**config.mk**
```make
export PLATFORM = sky130hd
export DESIGN_NAME = pidbc_div
export DESIGN_NICKNAME = d
export VERILOG_FILES = /design/src/hdl/pidbc_pkg.sv /design/src/hdl/pidbc_div.sv
export SDC_FILE = /design/constraint.sdc
export NUM_CORES = 1
export LEC_CHECK = 0
export ABC_AREA = 1
export BUFFER_PORTS_ARGS = -buffer_cell sky130_fd_sc_hd__buf_2
export CORE_MARGIN = 2
export CORE_UTILIZATION = 55
export DETAILED_ROUTE_END_ITERATION = 16
export PLACE_DENSITY = 0.78
export SYNTH_ARGS = -nofsm -noshare
export SYNTH_HDL_FRONTEND = slang
export SYNTH_SLANG_ARGS = --single-unit
export TNS_END_PERCENT = 10
```
**constraint.sdc**
```tcl
create_clock -name clock -period 3.2 [get_ports clock]
set_input_delay 0.16 -clock clock [delete_from_list [all_inputs] [get_ports clock]]
set_output_delay 0.16 -clock clock [all_outputs]
set_load 0.05 [all_outputs]
```
**src/hdl/pidbc_pkg.sv**
```systemverilog
// ----------------------------------------------------------------------------
// pidbc_pkg: shared types, constants and microcode for the PID controller
// Payload structs, saturation and clamp helpers, and the control store that
// sequences the datapath of pid_backcalc_antiwindup_top.
// ----------------------------------------------------------------------------
package pidbc_pkg;

   localparam int DATA_W    = 32;
   localparam int FRAC_BITS = 16;
   localparam int DT_W      = 16;
   localparam int DT_FRAC   = 16;
   localparam int GAIN_W    = 31;
   localparam int WIDE_W    = 64;
   localparam int ERR_W     = DATA_W + 2;
   localparam int RAW_W     = DATA_W + 2;
   localparam int DIV_W     = DATA_W + 1 + DT_FRAC;
   localparam int CNT_W     = $clog2(DIV_W + 1);
   localparam int STEP_W    = 4;
   localparam int CSR_IDX_W = 3;

   typedef logic signed [DATA_W-1:0] val_type;
   typedef logic signed [WIDE_W-1:0] wide_type;

   localparam val_type VAL_MAX = {1'b0, {(DATA_W-1){1'b1}}};
   localparam val_type VAL_MIN = {1'b1, {(DATA_W-1){1'b0}}};

   // half and full turn in the value format
   localparam logic signed [ERR_W-1:0] HALF_TURN = ERR_W'(180 * (1 << FRAC_BITS));
   localparam logic signed [ERR_W-1:0] FULL_TURN = ERR_W'(360 * (1 << FRAC_BITS));

   typedef enum logic [CSR_IDX_W-1:0] {
      CSR_GAIN_P     = 3'd0,
      CSR_GAIN_I     = 3'd1,
      CSR_GAIN_D     = 3'd2,
      CSR_GAIN_TRACK = 3'd3,
      CSR_OUT_MIN    = 3'd4,
      CSR_OUT_MAX    = 3'd5,
      CSR_WRAP_ANGLE = 3'd6
   } csr_idx_type;

   typedef struct packed {
      logic signed [DATA_W-1:0] setpoint;
      logic signed [DATA_W-1:0] measured;
      logic [DT_W-1:0]          step_time;
   } req_payload_type;

   typedef struct packed {
      logic signed [DATA_W-1:0] drive;
      logic                     saturated;
   } rsp_payload_type;

   // ---- microcode ----
   typedef enum logic [1:0] {MA_ERR, MA_WE, MA_ACC, MA_DERIV} mul_a_type;
   typedef enum logic [2:0] {MB_GP, MB_GI, MB_GT, MB_GD, MB_DT} mul_b_type;
   typedef enum logic [2:0] {
      WB_NONE, WB_P, WB_ACC, WB_ACC_ADD, WB_INTEG, WB_D
   } wb_type;
   typedef enum logic [1:0] {ALU_NONE, ALU_ERR, ALU_RAW, ALU_OUT} alu_type;
   typedef enum logic [1:0] {CND_NONE, CND_REQ, CND_DIV, CND_OUT} cond_type;

   typedef struct packed {
      logic              mul_en;
      mul_a_type         mul_a;
      mul_b_type         mul_b;
      wb_type            wb;
      alu_type           alu;
      cond_type          cond;
      logic [STEP_W-1:0] nxt;
   } ctrl_word_type;

   localparam logic [STEP_W-1:0] S_IDLE     = 4'd0;
   localparam logic [STEP_W-1:0] S_ERR      = 4'd1;
   localparam logic [STEP_W-1:0] S_MUL_P    = 4'd2;
   localparam logic [STEP_W-1:0] S_MUL_I    = 4'd3;
   localparam logic [STEP_W-1:0] S_MUL_T    = 4'd4;
   localparam logic [STEP_W-1:0] S_SUM_IT   = 4'd5;
   localparam logic [STEP_W-1:0] S_MUL_DT   = 4'd6;
   localparam logic [STEP_W-1:0] S_INTEG    = 4'd7;
   localparam logic [STEP_W-1:0] S_DIV_WAIT = 4'd8;
   localparam logic [STEP_W-1:0] S_MUL_D    = 4'd9;
   localparam logic [STEP_W-1:0] S_WB_D     = 4'd10;
   localparam logic [STEP_W-1:0] S_RAW      = 4'd11;
   localparam logic [STEP_W-1:0] S_OUT      = 4'd12;

   // control store: a product written in one step is written back in the next
   function automatic ctrl_word_type ucode(input logic [STEP_W-1:0] step);
      ctrl_word_type cw;
      cw.mul_en = 1'b0;
      cw.mul_a  = MA_ERR;
      cw.mul_b  = MB_GP;
      cw.wb     = WB_NONE;
      cw.alu    = ALU_NONE;
      cw.cond   = CND_NONE;
      cw.nxt    = step + 4'd1;
      unique case (step)
         S_IDLE:     cw.cond = CND_REQ;
         S_ERR:      cw.alu  = ALU_ERR;
         S_MUL_P:    cw.mul_en = 1'b1;
         S_MUL_I: begin
            cw.wb     = WB_P;
            cw.mul_en = 1'b1;
            cw.mul_b  = MB_GI;
         end
         S_MUL_T: begin
            cw.wb     = WB_ACC;
            cw.mul_en = 1'b1;
            cw.mul_a  = MA_WE;
            cw.mul_b  = MB_GT;
         end
         S_SUM_IT:   cw.wb = WB_ACC_ADD;
         S_MUL_DT: begin
            cw.mul_en = 1'b1;
            cw.mul_a  = MA_ACC;
            cw.mul_b  = MB_DT;
         end
         S_INTEG:    cw.wb = WB_INTEG;
         S_DIV_WAIT: cw.cond = CND_DIV;
         S_MUL_D: begin
            cw.mul_en = 1'b1;
            cw.mul_a  = MA_DERIV;
            cw.mul_b  = MB_GD;
         end
         S_WB_D:     cw.wb = WB_D;
         S_RAW:      cw.alu = ALU_RAW;
         S_OUT: begin
            cw.alu  = ALU_OUT;
            cw.cond = CND_OUT;
            cw.nxt  = S_IDLE;
         end
         default:    cw.nxt = S_IDLE;
      endcase
      return cw;
   endfunction

   function automatic val_type sat_val(input wide_type x);
      val_type r;
      if (x > WIDE_W'(VAL_MAX))      r = VAL_MAX;
      else if (x < WIDE_W'(VAL_MIN)) r = VAL_MIN;
      else                           r = x[DATA_W-1:0];
      return r;
   endfunction

   // lower limit checked first: with inverted limits, values below it give the lower limit, others the upper
   function automatic val_type clamp_val(input wide_type x, input val_type lo,
                                         input val_type hi);
      val_type r;
      if (x < WIDE_W'(lo))      r = lo;
      else if (x > WIDE_W'(hi)) r = hi;
      else                      r = x[DATA_W-1:0];
      return r;
   endfunction

endpackage

```
**src/hdl/pidbc_div.sv**
```systemverilog
// ----------------------------------------------------------------------------
// pidbc_div: derivative divider
// Restoring divide of -(diff << 16) by the time step, one quotient bit per
// cycle, truncating toward zero and saturating to the value range.
// ----------------------------------------------------------------------------
module pidbc_div (
   input  logic                                 clock,
   input  logic                                 reset,
   input  logic                                 start,
   input  logic signed [pidbc_pkg::DATA_W:0]    diff,
   input  logic [pidbc_pkg::DT_W-1:0]           divisor,
   output logic                                 busy,
   output pidbc_pkg::val_type                   deriv
);

   logic                              busy_ff, busy_in;
   logic [pidbc_pkg::CNT_W-1:0]       cnt_ff, cnt_in;
   logic [pidbc_pkg::DT_W-1:0]        rem_ff, rem_in;
   logic [pidbc_pkg::DT_W-1:0]        dvs_ff, dvs_in;
   logic [pidbc_pkg::DIV_W-1:0]       quo_ff, quo_in;
   logic                              neg_ff, neg_in;
   logic [pidbc_pkg::DATA_W:0]        mag;
   logic [pidbc_pkg::DT_W:0]          trial;
   logic                              ge;

   always_comb begin
      mag     = diff[pidbc_pkg::DATA_W] ? (pidbc_pkg::DATA_W+1)'(-diff)
                                        : (pidbc_pkg::DATA_W+1)'(diff);
      trial   = {rem_ff, quo_ff[pidbc_pkg::DIV_W-1]};
      ge      = trial >= {1'b0, dvs_ff};
      busy_in = busy_ff;
      cnt_in  = cnt_ff;
      rem_in  = rem_ff;
      dvs_in  = dvs_ff;
      quo_in  = quo_ff;
      neg_in  = neg_ff;
      if (start) begin
         busy_in = 1'b1;
         cnt_in  = pidbc_pkg::CNT_W'(pidbc_pkg::DIV_W);
         rem_in  = '0;
         dvs_in  = divisor;
         quo_in  = {mag, {pidbc_pkg::DT_FRAC{1'b0}}};
         neg_in  = diff[pidbc_pkg::DATA_W];
      end else if (busy_ff) begin
         rem_in  = ge ? pidbc_pkg::DT_W'(trial - {1'b0, dvs_ff})
                      : trial[pidbc_pkg::DT_W-1:0];
         quo_in  = {quo_ff[pidbc_pkg::DIV_W-2:0], ge};
         cnt_in  = cnt_ff - 1'b1;
         busy_in = (cnt_ff != pidbc_pkg::CNT_W'(1));
      end
   end

   always_ff @(posedge clock) begin
      if (reset) begin
         busy_ff <= 1'b0;
         cnt_ff  <= '0;
      end else begin
         busy_ff <= busy_in;
         cnt_ff  <= cnt_in;
      end
      rem_ff <= rem_in;
      dvs_ff <= dvs_in;
      quo_ff <= quo_in;
      neg_ff <= neg_in;
   end

   // negative diff gives a positive derivative
   always_comb begin
      if (neg_ff) begin
         deriv = (quo_ff > pidbc_pkg::DIV_W'(pidbc_pkg::VAL_MAX))
                 ? pidbc_pkg::VAL_MAX : quo_ff[pidbc_pkg::DATA_W-1:0];
      end else begin
         deriv = (quo_ff > pidbc_pkg::DIV_W'({1'b1, {(pidbc_pkg::DATA_W-1){1'b0}}}))
                 ? pidbc_pkg::VAL_MIN : pidbc_pkg::DATA_W'(-quo_ff);
      end
   end

   assign busy = busy_ff;

endmodule

```
==> metrics <==
status=finished clean; pwr dens=383 mW/mm^2; Placer Congestion=0.948; endpoints failing hold=0; GR Util All Layers=28.9%; n_diodes=0; P_leak=4.04 nW; die area=0.0139 sq mm; post-CTS repair timing setup buffer count=0; post-synthesis adder-cell area fraction=3.95%; CTS clk-pin slew, worst paths=0.07 ns; Crit. End Element=primary output; synthesized flop and latch total=89; core area=0.0127 sq mm; main combinational cell family by area after synthesis=simple AND/OR/NAND/NOR gates; initial DRC count=694; Max VDD drop=0.320 mV; yosys warns=0; largest net degree at the start of global routing=45; Post-Place Cells=1363; CTS root buffer=clkbuf_16; CP Launch Type=register; Hold Crit Start=diff[12]; drt wl/cell=14.2 um; Avg Inst Size Synth=6.32 sq um; Worst-Skew Late Latency=0.36 ns; Post-Syn Instances=1132; Setup violations, final=0; clock sink count=89; share of layout cells above drive strength 1=10.2%; final wirelength=19800 um; post-synthesis compound-gate area fraction=7.75%; area grow syn2layout=14.1%; commonest non-fill, non-tap cell in the layout=nand2_1; post-DP HPWL=14600 um; Final Slew Violations=0; sequential area share after synthesis=31.9%; Ports=85; Layout Nets=1293; FF-to-FF setup slack=0.99 ns; RSZ-0062 raised after global routing=false; Initial Util=56.4%; Core Rows=41; Slew HR=37.6%; Clock Skew=0.0107 ns; CP max stage cell=dfxtp_1; # port buffers=84; initial antenna violation count=0; Detail Route Antenna Nets=0; most frequent cells in the layout=358 x nand2_1, 153 x inv_1, 141 x nand3_1; asr flop ratio synth=0%; non-filler cells, final=1396; CP arrival=2.65 ns; Post-Syn Area=0.00715 sq mm; Die H=118 um; vias in the first global route=6778; Inserted Clock Buffers=9; first-pass GRT wire length=32700 um; Netlist cell types=35; hold_buf cts=17; hold crit path type=input pin to register; Initial DRT Pass Iterations=7; Critical path origin=quo_ff[0]; max incr delay on CP=0.35 ns; via count=7552; FF-to-FF Start=dvs_ff[8]; Setup CP Type=register to primary output; data required time of the worst path=3.04 ns; Peak Freq=0.356 GHz; DR vias/cell=5.41; drt drc=0; post-cts resize count=0; Tcrit/Tclk final=87.7%; critical-path cell list=inv_1 -> ha_1 -> nand2_2 -> nor2_4 -> nand2_2 -> nor2_1 -> nand2_1 -> nand2_4 -> nand4_1 -> nand2_1 -> buf_2; most common flop cell mapped by yosys=edfxtp_1; post-synthesis simple-gate area fraction=43.1%; setup TNS=0 ns; min cycle time layout=2.81 ns; max-cap viol count=0; Clock Path Buffers=2; Net Count, Synth=1206; mux cell area share after synthesis=0%; Crit Path Max Fanout=32; Synth Area in XOR/XNOR=2.69%; CTS tree=yes; number of synthesized flops with an enable pin=50; Die X-Extent=118 um; Worst-Margin Slew=0.935 ns; gr ovfl total=0; H-tree levels=3
## metal layers
layer  global-route usage [%]  routed length (um)  part of all wire, %  vias up
li1                         -                   -                    -     3865
met1                     41.2                9310                   47     3380
met2                     43.9                8620                   44      282
met3                     5.72                1540                  7.8       25
met4                     9.49                 318                  1.6        0
met5                        0                   0                    0        -
## logic make-up after synthesis
logic type | Yosys count
fa+ha+maj | 22
buf+inv | 189
simple gates | 708
xor+xnor | 22
compound gates | 102
flops | 89
## critical path, delay by kind of cell, from the launching register on
family	cells	cell delay, ns
AND/OR/NAND/NOR	8	1.21
buffers and inverters	2	0.43
flip-flops	1	0.35
adder cells (fa/ha/maj)	1	0.30
## cell usage after synthesis, drive strengths merged (2+ instances only)
library cell | instances | share of area [%]
clkbuf | 14 | 0.73
o22ai | 24 | 2.1
buf | 19 | 1.7
xnor2 | 6 | 0.73
clkinv | 2 | 0.11
nor2 | 129 | 7.1
inv | 154 | 8.1
nand4 | 35 | 3.1
o21ai | 41 | 2.9
nand3 | 141 | 9.9
a21oi | 31 | 2.2
or2 | 5 | 0.44
ha | 21 | 3.7
o211ai | 2 | 0.21
xor2 | 16 | 2.0
dfxtp | 39 | 11
nand3b | 19 | 2.0
nor3 | 11 | 0.77
edfxtp | 50 | 21
nand2 | 365 | 20
and2 | 2 | 0.17
## flip-flops by register name, summed over array words and instances (netlist names)
name    count
neg_ff      1
cnt_ff      6
dvs_ff     16
rem_ff     16
quo_ff     49
busy        1
## worst paths after layout
check,to,cells after the start
setup reg to reg,rem_ff[14],14
hold reg to reg,rem_ff[15],2
hold / removal,quo_ff[28],3
setup / recovery,deriv[18],11
## per-stage QoR
stage | setup slack [ns] | cell area, sq um | utilization [%] | hold slack [ns] | power, mW
finish | 0.392 | 8160 | 64.4 | 0.193 | 3.12
global route | 0.230 | 8160 | 64.4 | 0.208 | 3.27
CTS | 0.402 | 8160 | 64.4 | 0.178 | 3.13
detailed placement | 0.791 | 7680 | 60.6 | 0.338 | 2.02
global placement | 0.839 | 7680 | 60.6 | 0.337 | 2.02
floorplan | 0.950 | 7150 | - | 0.229 | 1.83
## power breakdown
| part | internal (mW) | leakage (nW) | switching, mW |
|---|---|---|---|
| Clock | 0.597 | 0.154 | 0.501 |
| Sequential | 1.29 | 0.827 | 0.0570 |
| Combinational | 0.199 | 3.05 | 0.477 |
## area by class of cell
| class | count | area (sq um) |
|---|---|---|
| Multi-Input combinational cell | 854 | 4120 |
| Tap cell | 172 | 215 |
| Timing Repair Buffer | 109 | 651 |
| Clock buffer | 10 | 250 |
| Sequential cell | 89 | 2280 |
| Fill cell | 1238 | 4510 |
| Clock inverter | 6 | 62.6 |
| Inverter | 156 | 586 |
(Power assumes the default switching activity.)
